$ cat src/rtl/abp_pkg.sv
// ----------------------------------------------------------------------------
// abp_pkg
// Shared widths, register indexes and beat types of the alpha-over blend unit.
// ----------------------------------------------------------------------------
package abp_pkg;

    localparam int unsigned POS_W       = 14;
    localparam int unsigned CH_W        = 8;
    localparam int unsigned PROD_W      = 16;
    localparam int unsigned ASUM_W      = 16;
    localparam int unsigned NUM_W       = 24;
    localparam int unsigned IDX_W       = 24;
    localparam int unsigned CFG_DATA_W  = 13;
    localparam int unsigned CFG_IDX_W   = 8;
    localparam int unsigned NUM_CH      = 3;
    localparam int unsigned DIV_STEPS   = 8;
    localparam int unsigned RECIP_W     = 32;
    localparam int unsigned RESET_DIM   = 1024;

    localparam logic [CFG_IDX_W-1:0] REG_FRAME_WIDTH  = 8'd0;
    localparam logic [CFG_IDX_W-1:0] REG_FRAME_HEIGHT = 8'd1;

    localparam logic [CH_W-1:0]   CH_MAX       = 8'd255;
    localparam logic [ASUM_W-1:0] ASUM_BLOCK   = 16'hFFFF;
    localparam logic [ASUM_W-1:0] RECIP_255    = 16'h8081;
    localparam int unsigned       RECIP_SHIFT  = 23;

    typedef logic [NUM_CH-1:0][NUM_W-1:0] num_vec_t;
    typedef logic [NUM_CH-1:0][CH_W-1:0]  chan_vec_t;
    typedef logic [NUM_CH-1:0][PROD_W-1:0] prod_vec_t;

    typedef struct packed {
        logic              write_enable;
        logic [IDX_W-1:0]  pixel_index;
        logic [CH_W-1:0]   alpha;
        logic [ASUM_W-1:0] alpha_sum;
        num_vec_t          rem;
        chan_vec_t         quo;
    } div_beat_t;

endpackage

$ cat src/rtl/abp_ifs.sv
// ----------------------------------------------------------------------------
// abp interfaces
// Pixel input, pixel output and configuration write channels.
// ----------------------------------------------------------------------------
interface abp_pix_in_if;
    logic                             valid;
    logic                             ready;
    logic signed [abp_pkg::POS_W-1:0] pos_x;
    logic signed [abp_pkg::POS_W-1:0] pos_y;
    logic [abp_pkg::CH_W-1:0]         src_red;
    logic [abp_pkg::CH_W-1:0]         src_green;
    logic [abp_pkg::CH_W-1:0]         src_blue;
    logic [abp_pkg::CH_W-1:0]         src_alpha;
    logic [abp_pkg::CH_W-1:0]         dst_red;
    logic [abp_pkg::CH_W-1:0]         dst_green;
    logic [abp_pkg::CH_W-1:0]         dst_blue;
    logic [abp_pkg::CH_W-1:0]         dst_alpha;

    modport source (output valid, pos_x, pos_y, src_red, src_green, src_blue, src_alpha,
                    dst_red, dst_green, dst_blue, dst_alpha, input ready);
    modport sink   (input valid, pos_x, pos_y, src_red, src_green, src_blue, src_alpha,
                    dst_red, dst_green, dst_blue, dst_alpha, output ready);
endinterface

interface abp_pix_out_if;
    logic                      valid;
    logic                      ready;
    logic                      write_enable;
    logic [abp_pkg::IDX_W-1:0] pixel_index;
    logic [abp_pkg::CH_W-1:0]  out_red;
    logic [abp_pkg::CH_W-1:0]  out_green;
    logic [abp_pkg::CH_W-1:0]  out_blue;
    logic [abp_pkg::CH_W-1:0]  out_alpha;

    modport source (output valid, write_enable, pixel_index, out_red, out_green, out_blue,
                    out_alpha, input ready);
    modport sink   (input valid, write_enable, pixel_index, out_red, out_green, out_blue,
                    out_alpha, output ready);
endinterface

interface abp_cfg_if;
    logic                           valid;
    logic                           ready;
    logic [abp_pkg::CFG_IDX_W-1:0]  index;
    logic [abp_pkg::CFG_DATA_W-1:0] data;

    modport source (output valid, index, data, input ready);
    modport sink   (input valid, index, data, output ready);
endinterface

$ cat src/rtl/alpha_over_pixel_blend_unit.sv
// ----------------------------------------------------------------------------
// alpha_over_pixel_blend_unit
// Porter-Duff over blend of one RGBA8 pixel with frame clipping and indexing.
// Pipeline: 3 front stages, then 8 divider stages, one quotient bit per stage.
// Throughput: one pixel per cycle while the output is not stalled; each stage
// holds its beat only while the next one is full and stalled, so bubbles are
// squeezed out under backpressure.
// Reset: pipeline empties, frame width and height return to min(1024, MAX_DIM).
// ----------------------------------------------------------------------------
module alpha_over_pixel_blend_unit #(
    parameter int unsigned MAX_DIM = 4096
) (
    input  logic         clk,
    input  logic         rst_n,
    abp_pix_in_if.sink   pix_in,
    abp_pix_out_if.source pix_out,
    abp_cfg_if.sink      cfg
);

    localparam int unsigned DIM_W = $clog2(MAX_DIM + 1);
    localparam int unsigned CMP_W = abp_pkg::CFG_DATA_W + 2;
    localparam int unsigned RESET_CLAMP = (abp_pkg::RESET_DIM > MAX_DIM) ?
                                          MAX_DIM : abp_pkg::RESET_DIM;

    logic [DIM_W-1:0]   frame_width_reg;
    logic [DIM_W-1:0]   frame_height_reg;
    logic [DIM_W-1:0]   cfg_dim_next;
    logic               cfg_write;

    logic               pipe_valid [abp_pkg::DIV_STEPS+1];
    logic               pipe_ready [abp_pkg::DIV_STEPS+1];
    abp_pkg::div_beat_t pipe_beat  [abp_pkg::DIV_STEPS+1];
    abp_pkg::div_beat_t last_beat;

    // clamp to the largest supported frame on write
    assign cfg.ready    = 1'b1;
    assign cfg_write    = cfg.valid && cfg.ready;
    assign cfg_dim_next = (CMP_W'(cfg.data) > CMP_W'(MAX_DIM)) ?
                          DIM_W'(MAX_DIM) : DIM_W'(cfg.data);

    always_ff @(posedge clk or negedge rst_n)
    begin
        if (!rst_n)
        begin
            frame_width_reg  <= DIM_W'(RESET_CLAMP);
            frame_height_reg <= DIM_W'(RESET_CLAMP);
        end
        else if (cfg_write)
        begin
            unique case (cfg.index)
                abp_pkg::REG_FRAME_WIDTH:  frame_width_reg  <= cfg_dim_next;
                abp_pkg::REG_FRAME_HEIGHT: frame_height_reg <= cfg_dim_next;
                default:                   ;
            endcase
        end
    end

    abp_front #(
        .MAX_DIM (MAX_DIM)
    ) u_front (
        .clk          (clk),
        .rst_n        (rst_n),
        .pix_in       (pix_in),
        .frame_width  (frame_width_reg),
        .frame_height (frame_height_reg),
        .out_valid    (pipe_valid[0]),
        .out_ready    (pipe_ready[0]),
        .out_beat     (pipe_beat[0])
    );

    for (genvar g = 0; g < abp_pkg::DIV_STEPS; g++)
    begin : g_div
        abp_div_step #(
            .STEP (abp_pkg::DIV_STEPS - 1 - g)
        ) u_step (
            .clk       (clk),
            .rst_n     (rst_n),
            .in_valid  (pipe_valid[g]),
            .in_ready  (pipe_ready[g]),
            .in_beat   (pipe_beat[g]),
            .out_valid (pipe_valid[g+1]),
            .out_ready (pipe_ready[g+1]),
            .out_beat  (pipe_beat[g+1])
        );
    end

    assign last_beat                          = pipe_beat[abp_pkg::DIV_STEPS];
    assign pipe_ready[abp_pkg::DIV_STEPS]     = pix_out.ready;
    assign pix_out.valid                      = pipe_valid[abp_pkg::DIV_STEPS];
    assign pix_out.write_enable               = last_beat.write_enable;
    assign pix_out.pixel_index                = last_beat.pixel_index;
    assign pix_out.out_red                    = last_beat.quo[0];
    assign pix_out.out_green                  = last_beat.quo[1];
    assign pix_out.out_blue                   = last_beat.quo[2];
    assign pix_out.out_alpha                  = last_beat.alpha;

    assert property (@(posedge clk) disable iff (!rst_n)
        pix_out.valid && !pix_out.write_enable |->
            pix_out.pixel_index == '0 && pix_out.out_red == '0 &&
            pix_out.out_green == '0 && pix_out.out_blue == '0 && pix_out.out_alpha == '0)
        else $error("blocked pixel carries nonzero fields");

    assert property (@(posedge clk) disable iff (!rst_n)
        !pix_in.ready |-> pix_out.valid && !pix_out.ready)
        else $error("input stalled without output backpressure");

    assert property (@(posedge clk) disable iff (!rst_n)
        CMP_W'(frame_width_reg) <= CMP_W'(MAX_DIM) &&
        CMP_W'(frame_height_reg) <= CMP_W'(MAX_DIM))
        else $error("frame size above supported maximum");

    assert property (@(posedge clk) disable iff (!rst_n)
        cfg_write && cfg.index == abp_pkg::REG_FRAME_WIDTH |=>
            frame_width_reg == $past(cfg_dim_next))
        else $error("frame width write lost");

endmodule

$ cat src/rtl/abp_front.sv
// ----------------------------------------------------------------------------
// abp_front
// Three-stage front end: clipping, channel products, weighted sums, combined
// alpha, pixel index and result alpha; hands a beat to the divider chain.
// ----------------------------------------------------------------------------
module abp_front #(
    parameter int unsigned MAX_DIM = 4096
) (
    input  logic                                  clk,
    input  logic                                  rst_n,
    abp_pix_in_if.sink                            pix_in,
    input  logic [$clog2(MAX_DIM+1)-1:0]          frame_width,
    input  logic [$clog2(MAX_DIM+1)-1:0]          frame_height,
    output logic                                  out_valid,
    input  logic                                  out_ready,
    output abp_pkg::div_beat_t                    out_beat
);

    localparam int unsigned DIM_W = $clog2(MAX_DIM + 1);
    localparam int unsigned CRD_W = $clog2(MAX_DIM);
    localparam int unsigned CMP_W = abp_pkg::POS_W + 1;
    localparam int unsigned EXT_W = (CRD_W + DIM_W + 1 > abp_pkg::IDX_W) ?
                                    (CRD_W + DIM_W + 1) : abp_pkg::IDX_W;

    // stage 1
    logic                          s1_valid_reg;
    logic                          s1_in_frame_reg;
    logic [abp_pkg::CH_W-1:0]      s1_sa_reg;
    logic [abp_pkg::ASUM_W-1:0]    s1_sa255_reg;
    logic [abp_pkg::ASUM_W-1:0]    s1_dap_reg;
    abp_pkg::prod_vec_t            s1_sp_reg;
    abp_pkg::prod_vec_t            s1_dp_reg;
    logic [abp_pkg::IDX_W-1:0]     s1_idx_reg;
    logic                          s1_in_frame_next;
    logic [abp_pkg::ASUM_W-1:0]    s1_sa255_next;
    logic [abp_pkg::ASUM_W-1:0]    s1_dap_next;
    abp_pkg::prod_vec_t            s1_sp_next;
    abp_pkg::prod_vec_t            s1_dp_next;
    logic [EXT_W-1:0]              s1_idx_full;
    logic [abp_pkg::CH_W-1:0]      inv_sa_in;
    logic [CMP_W-1:0]              x_ext;
    logic [CMP_W-1:0]              y_ext;
    abp_pkg::chan_vec_t            src_vec;
    abp_pkg::chan_vec_t            dst_vec;

    // stage 2
    logic                          s2_valid_reg;
    logic                          s2_we_reg;
    logic [abp_pkg::ASUM_W-1:0]    s2_asum_reg;
    abp_pkg::num_vec_t             s2_num_reg;
    logic [abp_pkg::IDX_W-1:0]     s2_idx_reg;
    logic                          s2_we_next;
    logic [abp_pkg::ASUM_W-1:0]    s2_asum_next;
    abp_pkg::num_vec_t             s2_num_next;
    logic [abp_pkg::CH_W-1:0]      s1_inv_sa;

    // stage 3
    logic                          s3_valid_reg;
    abp_pkg::div_beat_t            s3_beat_reg;
    abp_pkg::div_beat_t            s3_beat_next;
    logic [abp_pkg::RECIP_W-1:0]   alpha_prod;

    logic                          s1_ready;
    logic                          s2_ready;
    logic                          s3_ready;

    assign s3_ready     = !s3_valid_reg || out_ready;
    assign s2_ready     = !s2_valid_reg || s3_ready;
    assign s1_ready     = !s1_valid_reg || s2_ready;
    assign pix_in.ready = s1_ready;

    assign src_vec = {pix_in.src_blue, pix_in.src_green, pix_in.src_red};
    assign dst_vec = {pix_in.dst_blue, pix_in.dst_green, pix_in.dst_red};

    always_comb
    begin
        x_ext = {1'b0, pix_in.pos_x};
        y_ext = {1'b0, pix_in.pos_y};
        s1_in_frame_next = !pix_in.pos_x[abp_pkg::POS_W-1] &&
                           !pix_in.pos_y[abp_pkg::POS_W-1] &&
                           (x_ext < CMP_W'(frame_width)) &&
                           (y_ext < CMP_W'(frame_height));
        inv_sa_in     = abp_pkg::CH_MAX - pix_in.src_alpha;
        s1_sa255_next = {pix_in.src_alpha, 8'd0} - abp_pkg::ASUM_W'(pix_in.src_alpha);
        s1_dap_next   = abp_pkg::ASUM_W'(pix_in.dst_alpha) * abp_pkg::ASUM_W'(inv_sa_in);
        for (int c = 0; c < abp_pkg::NUM_CH; c++)
        begin
            s1_sp_next[c] = abp_pkg::PROD_W'(src_vec[c]) *
                            abp_pkg::PROD_W'(pix_in.src_alpha);
            s1_dp_next[c] = abp_pkg::PROD_W'(dst_vec[c]) *
                            abp_pkg::PROD_W'(pix_in.dst_alpha);
        end
        s1_idx_full = EXT_W'(pix_in.pos_y[CRD_W-1:0]) * EXT_W'(frame_width) +
                      EXT_W'(pix_in.pos_x[CRD_W-1:0]);
    end

    always_comb
    begin
        s1_inv_sa    = abp_pkg::CH_MAX - s1_sa_reg;
        s2_asum_next = s1_sa255_reg + s1_dap_reg;
        s2_we_next   = s1_in_frame_reg && (s2_asum_next != '0);
        for (int c = 0; c < abp_pkg::NUM_CH; c++)
        begin
            s2_num_next[c] = (abp_pkg::NUM_W'(s1_sp_reg[c]) << 8) -
                             abp_pkg::NUM_W'(s1_sp_reg[c]) +
                             abp_pkg::NUM_W'(s1_dp_reg[c]) * abp_pkg::NUM_W'(s1_inv_sa);
        end
    end

    always_comb
    begin
        alpha_prod = abp_pkg::RECIP_W'(s2_asum_reg) * abp_pkg::RECIP_W'(abp_pkg::RECIP_255);
        s3_beat_next              = '0;
        s3_beat_next.write_enable = s2_we_reg;
        s3_beat_next.alpha_sum    = abp_pkg::ASUM_BLOCK;
        if (s2_we_reg)
        begin
            s3_beat_next.pixel_index = s2_idx_reg;
            s3_beat_next.alpha       = alpha_prod[abp_pkg::RECIP_SHIFT +: abp_pkg::CH_W];
            s3_beat_next.alpha_sum   = s2_asum_reg;
            s3_beat_next.rem         = s2_num_reg;
        end
    end

    always_ff @(posedge clk or negedge rst_n)
    begin
        if (!rst_n)
        begin
            s1_valid_reg <= 1'b0;
            s2_valid_reg <= 1'b0;
            s3_valid_reg <= 1'b0;
        end
        else
        begin
            if (s1_ready)
                s1_valid_reg <= pix_in.valid;
            if (s2_ready)
                s2_valid_reg <= s1_valid_reg;
            if (s3_ready)
                s3_valid_reg <= s2_valid_reg;
        end
    end

    always_ff @(posedge clk)
    begin
        if (s1_ready)
        begin
            s1_in_frame_reg <= s1_in_frame_next;
            s1_sa_reg       <= pix_in.src_alpha;
            s1_sa255_reg    <= s1_sa255_next;
            s1_dap_reg      <= s1_dap_next;
            s1_sp_reg       <= s1_sp_next;
            s1_dp_reg       <= s1_dp_next;
            s1_idx_reg      <= s1_idx_full[abp_pkg::IDX_W-1:0];
        end
        if (s2_ready)
        begin
            s2_we_reg   <= s2_we_next;
            s2_asum_reg <= s2_asum_next;
            s2_num_reg  <= s2_num_next;
            s2_idx_reg  <= s1_idx_reg;
        end
        if (s3_ready)
            s3_beat_reg <= s3_beat_next;
    end

    assign out_valid = s3_valid_reg;
    assign out_beat  = s3_beat_reg;

endmodule

$ cat src/rtl/abp_div_step.sv
// ----------------------------------------------------------------------------
// abp_div_step
// One restoring division stage: resolves quotient bit STEP of all three
// channels against the shifted combined alpha.
// ----------------------------------------------------------------------------
module abp_div_step #(
    parameter int unsigned STEP = 0
) (
    input  logic               clk,
    input  logic               rst_n,
    input  logic               in_valid,
    output logic               in_ready,
    input  abp_pkg::div_beat_t in_beat,
    output logic               out_valid,
    input  logic               out_ready,
    output abp_pkg::div_beat_t out_beat
);

    logic                       valid_reg;
    abp_pkg::div_beat_t         beat_reg;
    abp_pkg::div_beat_t         beat_next;
    logic [abp_pkg::NUM_W-1:0]  divisor;

    assign in_ready = !valid_reg || out_ready;

    always_comb
    begin
        divisor   = abp_pkg::NUM_W'(in_beat.alpha_sum) << STEP;
        beat_next = in_beat;
        for (int c = 0; c < abp_pkg::NUM_CH; c++)
        begin
            if (in_beat.rem[c] >= divisor)
            begin
                beat_next.rem[c]       = in_beat.rem[c] - divisor;
                beat_next.quo[c][STEP] = 1'b1;
            end
        end
    end

    always_ff @(posedge clk or negedge rst_n)
    begin
        if (!rst_n)
            valid_reg <= 1'b0;
        else if (in_ready)
            valid_reg <= in_valid;
    end

    always_ff @(posedge clk)
    begin
        if (in_ready)
            beat_reg <= beat_next;
    end

    assign out_valid = valid_reg;
    assign out_beat  = beat_reg;

endmodule

$ cat src/flat_wrapper.sv
// flat-port wrapper written by rule: the top's interface ports become plain ports
module alpha_over_pixel_blend_unit_flat 
#(
    parameter int unsigned MAX_DIM = 4096
)
  (clk, rst_n, pix_in_valid, pix_in_pos_x, pix_in_pos_y, pix_in_src_red, pix_in_src_green, pix_in_src_blue, pix_in_src_alpha, pix_in_dst_red, pix_in_dst_green, pix_in_dst_blue, pix_in_dst_alpha, pix_in_ready, pix_out_valid, pix_out_write_enable, pix_out_pixel_index, pix_out_out_red, pix_out_out_green, pix_out_out_blue, pix_out_out_alpha, pix_out_ready, cfg_valid, cfg_index, cfg_data, cfg_ready);
  abp_pix_in_if pix_in_i ();
  abp_pix_out_if pix_out_i ();
  abp_cfg_if cfg_i ();
  input  logic clk;
  input  logic rst_n;
  input wire logic [$bits(pix_in_i.valid)-1:0] pix_in_valid;
  input wire logic [$bits(pix_in_i.pos_x)-1:0] pix_in_pos_x;
  input wire logic [$bits(pix_in_i.pos_y)-1:0] pix_in_pos_y;
  input wire logic [$bits(pix_in_i.src_red)-1:0] pix_in_src_red;
  input wire logic [$bits(pix_in_i.src_green)-1:0] pix_in_src_green;
  input wire logic [$bits(pix_in_i.src_blue)-1:0] pix_in_src_blue;
  input wire logic [$bits(pix_in_i.src_alpha)-1:0] pix_in_src_alpha;
  input wire logic [$bits(pix_in_i.dst_red)-1:0] pix_in_dst_red;
  input wire logic [$bits(pix_in_i.dst_green)-1:0] pix_in_dst_green;
  input wire logic [$bits(pix_in_i.dst_blue)-1:0] pix_in_dst_blue;
  input wire logic [$bits(pix_in_i.dst_alpha)-1:0] pix_in_dst_alpha;
  output wire logic [$bits(pix_in_i.ready)-1:0] pix_in_ready;
  output wire logic [$bits(pix_out_i.valid)-1:0] pix_out_valid;
  output wire logic [$bits(pix_out_i.write_enable)-1:0] pix_out_write_enable;
  output wire logic [$bits(pix_out_i.pixel_index)-1:0] pix_out_pixel_index;
  output wire logic [$bits(pix_out_i.out_red)-1:0] pix_out_out_red;
  output wire logic [$bits(pix_out_i.out_green)-1:0] pix_out_out_green;
  output wire logic [$bits(pix_out_i.out_blue)-1:0] pix_out_out_blue;
  output wire logic [$bits(pix_out_i.out_alpha)-1:0] pix_out_out_alpha;
  input wire logic [$bits(pix_out_i.ready)-1:0] pix_out_ready;
  input wire logic [$bits(cfg_i.valid)-1:0] cfg_valid;
  input wire logic [$bits(cfg_i.index)-1:0] cfg_index;
  input wire logic [$bits(cfg_i.data)-1:0] cfg_data;
  output wire logic [$bits(cfg_i.ready)-1:0] cfg_ready;
  assign pix_in_i.valid = pix_in_valid;
  assign pix_in_i.pos_x = pix_in_pos_x;
  assign pix_in_i.pos_y = pix_in_pos_y;
  assign pix_in_i.src_red = pix_in_src_red;
  assign pix_in_i.src_green = pix_in_src_green;
  assign pix_in_i.src_blue = pix_in_src_blue;
  assign pix_in_i.src_alpha = pix_in_src_alpha;
  assign pix_in_i.dst_red = pix_in_dst_red;
  assign pix_in_i.dst_green = pix_in_dst_green;
  assign pix_in_i.dst_blue = pix_in_dst_blue;
  assign pix_in_i.dst_alpha = pix_in_dst_alpha;
  assign pix_in_ready = pix_in_i.ready;
  assign pix_out_valid = pix_out_i.valid;
  assign pix_out_write_enable = pix_out_i.write_enable;
  assign pix_out_pixel_index = pix_out_i.pixel_index;
  assign pix_out_out_red = pix_out_i.out_red;
  assign pix_out_out_green = pix_out_i.out_green;
  assign pix_out_out_blue = pix_out_i.out_blue;
  assign pix_out_out_alpha = pix_out_i.out_alpha;
  assign pix_out_i.ready = pix_out_ready;
  assign cfg_i.valid = cfg_valid;
  assign cfg_i.index = cfg_index;
  assign cfg_i.data = cfg_data;
  assign cfg_ready = cfg_i.ready;
  alpha_over_pixel_blend_unit #(.MAX_DIM(MAX_DIM)) u_core (.clk(clk), .rst_n(rst_n), .pix_in(pix_in_i), .pix_out(pix_out_i), .cfg(cfg_i));
endmodule
$ cat config.mk
export PLATFORM = sky130hd
export DESIGN_NAME = alpha_over_pixel_blend_unit_flat
export DESIGN_NICKNAME = d
export VERILOG_FILES = /design/src/rtl/abp_pkg.sv /design/src/rtl/abp_ifs.sv /design/src/rtl/alpha_over_pixel_blend_unit.sv /design/src/rtl/abp_front.sv /design/src/rtl/abp_div_step.sv /design/src/flat_wrapper.sv
export SDC_FILE = /design/constraint.sdc
export NUM_CORES = 2
export LEC_CHECK = 0
export BUFFER_PORTS_ARGS = -buffer_cell sky130_fd_sc_hd__buf_2
export CORE_ASPECT_RATIO = 1.5
export CORE_MARGIN = 2
export CORE_UTILIZATION = 65
export CTS_CLUSTER_DIAMETER = 200
export DETAILED_ROUTE_END_ITERATION = 8
export PLACE_DENSITY = 0.82
export RECOVER_POWER = 100
export SLEW_MARGIN = 20
export SYNTH_ARGS = -nofsm -noshare
export SYNTH_HDL_FRONTEND = slang
export SYNTH_SLANG_ARGS = --single-unit
export TNS_END_PERCENT = 100
$ cat constraint.sdc
create_clock -name clk -period 19.1 [get_ports clk]
set_input_delay 0 -clock clk [delete_from_list [all_inputs] [get_ports clk]]
set_output_delay 0 -clock clk [all_outputs]
set_load 0.01 [all_outputs]
# After elaboration in Yosys (flattened, before gate mapping)
# Cells that the tools add are included.
dict set report totals {
  output_inout_bits 60
  in_bits 118
  register_bits 1420
  elab_cells 260
}
dict set report classes {
  add_sub_neg 32
  n_mul 12
  reduce_logical 32
  eq_ne 1
  n_lt_le_gt_ge 27
  muxes 22
}
# cell n
set op_table {}
lappend op_table {{2-to-1 mux 24 bit} 21}
lappend op_table {{multiplier 8 x 8 -> 16 bit} 7}
lappend op_table {{adder 24 bit} 3}
lappend op_table {{greater-or-equal comparator 24 x 16 -> 1 bit} 3}
lappend op_table {{greater-or-equal comparator 24 x 17 -> 1 bit} 3}
lappend op_table {{greater-or-equal comparator 24 x 18 -> 1 bit} 3}
lappend op_table {{greater-or-equal comparator 24 x 19 -> 1 bit} 3}
lappend op_table {{greater-or-equal comparator 24 x 20 -> 1 bit} 3}
lappend op_table {{greater-or-equal comparator 24 x 21 -> 1 bit} 3}
lappend op_table {{greater-or-equal comparator 24 x 22 -> 1 bit} 3}
lappend op_table {{greater-or-equal comparator 24 x 23 -> 1 bit} 3}
lappend op_table {{multiplier 16 x 8 -> 24 bit} 3}
lappend op_table {{subtractor 24 x 16 -> 24 bit} 3}
lappend op_table {{subtractor 24 x 17 -> 24 bit} 3}
lappend op_table {{subtractor 24 x 18 -> 24 bit} 3}
lappend op_table {{subtractor 24 x 19 -> 24 bit} 3}
lappend op_table {{subtractor 24 x 20 -> 24 bit} 3}
lappend op_table {{subtractor 24 x 21 -> 24 bit} 3}
lappend op_table {{subtractor 24 x 22 -> 24 bit} 3}
lappend op_table {{subtractor 24 x 23 -> 24 bit} 3}
lappend op_table {{multiplier 16 x 16 -> 31 bit (second input constant)} 1}
lappend op_table {{less-than comparator 14 x 13 -> 1 bit} 2}
lappend op_table {{adder 24 x 12 -> 24 bit} 1}
lappend op_table {{multiplier 12 x 13 -> 24 bit} 1}
lappend op_table {{12 further kinds} 39}

# Longest topological paths before layout
dict set report logic_depth {
  depth_word 12
  depth_mapped 21
}

# Cells and area by module
# A second synthesis with hierarchy kept.
dict set report hier_totals {
  hier_cells 10164
  hier_area_um2 113408.8
}
# module cells_each n_inst area_per_inst_um2 seq_area_each_um2
set modules_own_cells {}
lappend modules_own_cells {abp_front 4850 1 50015.5 11906.4}
lappend modules_own_cells {{abp_div_step (u_core.g_div[7].u_step)} 701 1 8067.7 4379.2}
lappend modules_own_cells {{abp_div_step (u_core.g_div[5].u_step)} 687 1 7997.7 4379.2}
lappend modules_own_cells {{abp_div_step (u_core.g_div[0].u_step)} 636 1 7746.2 4379.2}
lappend modules_own_cells {{abp_div_step (u_core.g_div[2].u_step)} 643 1 7737.4 4379.2}
lappend modules_own_cells {{abp_div_step (u_core.g_div[3].u_step)} 647 1 7708.6 4379.2}
lappend modules_own_cells {{abp_div_step (u_core.g_div[4].u_step)} 661 1 7703.6 4379.2}
lappend modules_own_cells {{abp_div_step (u_core.g_div[6].u_step)} 642 1 7693.6 4379.2}
lappend modules_own_cells {{abp_div_step (u_core.g_div[1].u_step)} 613 1 7500.9 4379.2}
lappend modules_own_cells {alpha_over_pixel_blend_unit 84 1 1237.4 653.1}

# Worst setup path after synthesis
# Ideal clock, no wire load.
dict set report synth_timing {
  path_type {flip-flop to flip-flop}
  startpoint {reg u_core.g_div[7].u_step.valid_reg}
  endpoint {reg u_core.u_front.s1_dap_reg[0] (netlist bit) (enable)}
  slack_ns 4.219
  path_stages_with_launch 7
  t_arrival_ns 12.791
  period_less_slack_ns 14.881
  setup_ns 2.089
  cell_sequence {dfrtp_1 nor2b_1 nand2_1 nor2_1 nand3_1 nor2_1 nand4_1}
}
dict set report synth_between {
  elab_chain_cells 12
}
# element line
set synth_lines {}
lappend synth_lines {{from (decl)} abp_div_step.sv:19} ;# logic valid_reg;
lappend synth_lines {{from (signal assigned)} abp_div_step.sv:45} ;# valid_reg <= in_valid;
lappend synth_lines {{zero test 1 bit} abp_div_step.sv:24} ;# assign in_ready = !valid_reg || out_ready;
lappend synth_lines {{logical OR 1 bit (2 in series)} abp_div_step.sv:24}
lappend synth_lines {{net u_core.g_div[5].u_step.out_ready} abp_div_step.sv:15} ;# input logic out_ready,
lappend synth_lines {{logical OR 1 bit (5 in series)} abp_div_step.sv:24}
lappend synth_lines {{net u_core.g_div[0].u_step.out_ready} abp_div_step.sv:15}
lappend synth_lines {{logical OR 1 bit} abp_div_step.sv:24}
lappend synth_lines {{logical OR 1 bit} abp_front.sv:67} ;# assign s3_ready = !s3_valid_reg || out_ready;
lappend synth_lines {{logical OR 1 bit} abp_front.sv:68} ;# assign s2_ready = !s2_valid_reg || s3_ready;
lappend synth_lines {{logical OR 1 bit} abp_front.sv:69} ;# assign s1_ready = !s1_valid_reg || s2_ready;
lappend synth_lines {{net pix_in_ready} flat_wrapper.sv:23} ;# output wire logic [$bits(pix_in_i.ready)-1:0] pix_in_ready;
lappend synth_lines {{to (signal assigned)} abp_front.sv:151} ;# s1_dap_reg <= s1_dap_next;
lappend synth_lines {{to (decl)} abp_front.sv:30} ;# logic [abp_pkg::ASUM_W-1:0] s1_dap_reg;
# The timed path passes the listed nets, and every way through them passes these cells.
# A chain may end at the register's enable or synchronous reset.

# Worst setup path after layout
dict set report layout_timing {
  startpoint {reg u_core.g_div[7].u_step.valid_reg}
  endpoint {reg u_core.u_front.s1_sp_reg[26] (netlist bit) (enable)}
}
dict set report layout_between {
  elab_chain_cells 12
}
# element line
set layout_lines {}
lappend layout_lines {{zero test 1 bit} abp_div_step.sv:24}
lappend layout_lines {{logical OR 1 bit (2 in series)} abp_div_step.sv:24}
lappend layout_lines {{net u_core.g_div[5].u_step.out_ready} abp_div_step.sv:15}
lappend layout_lines {{logical OR 1 bit (5 in series)} abp_div_step.sv:24}
lappend layout_lines {{net u_core.g_div[0].u_step.out_ready} abp_div_step.sv:15}
lappend layout_lines {{logical OR 1 bit} abp_div_step.sv:24}
lappend layout_lines {{logical OR 1 bit} abp_front.sv:67}
lappend layout_lines {{logical OR 1 bit} abp_front.sv:68}
lappend layout_lines {{logical OR 1 bit} abp_front.sv:69}
lappend layout_lines {{to (signal assigned)} abp_front.sv:152} ;# s1_sp_reg <= s1_sp_next;
lappend layout_lines {{to (decl)} abp_front.sv:31} ;# abp_pkg::prod_vec_t s1_sp_reg;
# The timed path passes the listed nets, and every way through them passes these cells.

==> results.yml <==
worst_setup_path:
  worstSetupEndpointType: "flop"
  crit_buf_inv: 2
  cpLargestDelayFamily: "buffers and inverters"
  cp_cell_sequence: "nor2b_1 > nand2_1 > nor2_1 > nand3_1 > nor2_1 > nand4_1 > clkbuf_1 > clkbuf_1"
  start_kind: "flop"
  crit_required_ps: 19400
  critPathKind: "reg2reg"
  slowest_stage: "clkbuf_1"
  worstPathMaxFanout: 93
  cp.arrival_ps: 10250
  slowest_delay_ps: 3540
routing:
  drt-total-wl_microns: 251000
  vias_per_cell: 5.87
  dr.pass1.iters: 6
  ant_nets: 0
  num_vias: 68600
  drt_iter0_drc: 3525
  wire_per_inst_microns: 21.5
  drc_errors: 0
layout:
  layout-drive-gt1-share_pct: 4.56
  largest_reg_flops: 988
  fill_cells: 11300
  layout.cells.non_filler: 11700
  nets: 11300
  syn_to_final_growth_pct: 7.62
  final_core_util_pct: 70.2
placement:
  gp_congestion: 0.998
  hpwlAfterDp_microns: 198000
  dp.cells: 11400
  io_buffers: 176
sta:
  min_period_ps: 9940
  fin_tns_setup_ps: 0
  tightest_slew_ps: 5080
  drv_slew: 1950
  setup_viol: 0
  holdWs_ps: 80.8
  period_share_pct: 52.1
  hold_viol: 0
  rsz0062_at_grt: "no"
  slew_headroom_pct: -239
  clock.fmax_mhz: 101
  fin_skew_ps: 44.1
die:
  std_cell_rows: 179
  fp.coreArea_sq_mm: 0.158
  die_w_microns: 330
  die_h_microns: 492
  start_util_pct: 65.2
  num_io_pins: 178
  dieArea_sq_mm: 0.162
grt:
  antenna_found_initial: 19
  grt_pass1_wl_microns: 392000
  overflow: 0
  grt_usage_pct: 31.5
  grt_pass1_vias: 73000
  grt_max_degree: 122
synth:
  synth_top_cell_by_area: "edfxtp_1"
  synthAdderAreaFrac_pct: 26.1
  synth_compound_gate_area_share_pct: 8.94
  ys.warnings.count: 0
  ys_seq_elements: 1419
  synth.area.top_cells: "edfxtp_1, fa_1, ha_1"
  seq_area_frac_synth_pct: 41.1
  synthSimpleGateAreaFrac_pct: 13.2
  postSynth.asyncResetShare_pct: 2.61
  syn-cell-area_sq_mm: 0.103
  yosys_most_used_dff: "edfxtp_1"
  synth-edff-count: 1382
  yosysTopAreaCellShare_pct: 40.2
  synth_top_cells_by_count: "edfxtp_1, inv_1, ha_1"
  yosys.area_share.xor_xnor_pct: 4.35
  yosys-mux-area-fraction_pct: 1.13
  synthCells: 9270
  syn_nets: 11100
  yosys.cell_types.count: 96
  synth_top_family_by_area: "adder cells"
  synth_most_common_cell: "edfxtp_1"
  avgSynthCellArea_sq_um: 11.1
clock_tree:
  cts-root-buf: "clkbuf_16"
  cts_inserted_buffers: 134
  clock_sinks: 1419
  ctsHtreeMaxLevel: 4
  cts_tree: "built"
  cts.clk_slew.worst_paths_ps: 70
  cts_resized: 0
  clk_latency_ps: 810
  cts_buffer_depth: 3
run:
  cap_violations: 38
status:
  status: "complete, but fails checks"
  violations: "max-capacitance violations, max-slew violations"
min_path:
  hold_path.class: "in2reg"
[layer usage]
metal	vias up	GRT usage, %	share of wire, %
met3	869	3.55	3.5
met2	1910	59.3	54
met1	33600	30.1	32
met5	-	0	0
li1	32200	-	-
met4	0	26.7	10
[cell families (layout without fill, tap and decap cells)]
group | after synthesis | after routing
mux | 104 | 104
simple gates | 2626 | 2626
flops | 1419 | 1419
other cells | 1 | 12
fa+ha+maj | 1712 | 1712
compound gates | 1473 | 1473
buf+inv | 1422 | 1750
xor+xnor | 513 | 513
[placed cells by master, fill, tap and decap left out, drive strengths merged, types with 56 or more instances in the layout]
master       Yosys  final
buf             27    119
nor2b          304    304
ha             979    979
o21a            71     71
inv           1205   1207
mux2            81     81
dlygate4sd3      0     65
a21oi          493    493
a21o           158    158
edfxtp        1382   1382
nand2b         351    351
nand2          639    639
a211oi          56     56
clkbuf         190    280
xor2           204    204
nand3           89     89
clkinv           0     61
xnor2          309    309
nand4           59     59
fa             733    733
and2           394    394
o21ai          334    334
nor3           119    119
nor2           437    437
[through the flow]
| step | area [sq um] | setup WS, ps |
|---|---|---|
| global route | 111000 | 8250 |
| global placement | 107000 | 13030 |
| CTS | 112000 | 12850 |
| detailed placement | 107000 | 12880 |
| finish | 111000 | 9160 |
| floorplan | 103000 | 4220 |
[worst reg2reg max path, cell delays in order, from the launching register on]
cell and delay (ps):
dfrtp_1 380, nor2b_1 190, nand2_1 940, nor2_1 290
nand3_1 570, nor2_1 260, nand4_1 170, clkbuf_1 3540
clkbuf_1 3000
[final timing paths]
path                                                           start                                    to  slack (ps)  cells past startpoint
worst min register to register  u_core.g_div[0].u_step.out_beat[116]  u_core.g_div[1].u_step.out_beat[116]         390                      0
max in group asynchronous                                      rst_n            u_core.frame_height_reg[8]       16670                      4
worst min-delay path                             pix_in_src_green[7]          u_core.u_front.s1_sp_reg[31]          80                      5
min in group asynchronous                                      rst_n            u_core.frame_width_reg[10]         500                      3
worst max-delay path                u_core.g_div[7].u_step.out_valid          u_core.u_front.s1_sp_reg[26]        9160                      8
worst max register to register      u_core.g_div[7].u_step.out_valid          u_core.u_front.s1_sp_reg[26]        9160                      8
[layout make-up]
type / count / area [sq um] / area share (%)
multi-input cells: 6429 / 55500 / 49.9
flip-flops and latches: 1419 / 42400 / 38.2
inverters: 1205 / 4530 / 4.07
clock buffers: 164 / 3500 / 3.14
well taps: 2081 / 2600 / 2.34
repair buffers: 300 / 1710 / 1.53
clock inverters: 81 / 943 / 0.848
diodes: 11 / 27.5 / 0.0248
[what timing repair did]
action,in CTS,in global routing
hold buffers,66,0
hold endpoints to repair,162,0
buffers inserted,0,0
Power is left out: the tool's default activity adds up to more than one toggle a clock period on the data nets, which glitch-free logic cannot reach.
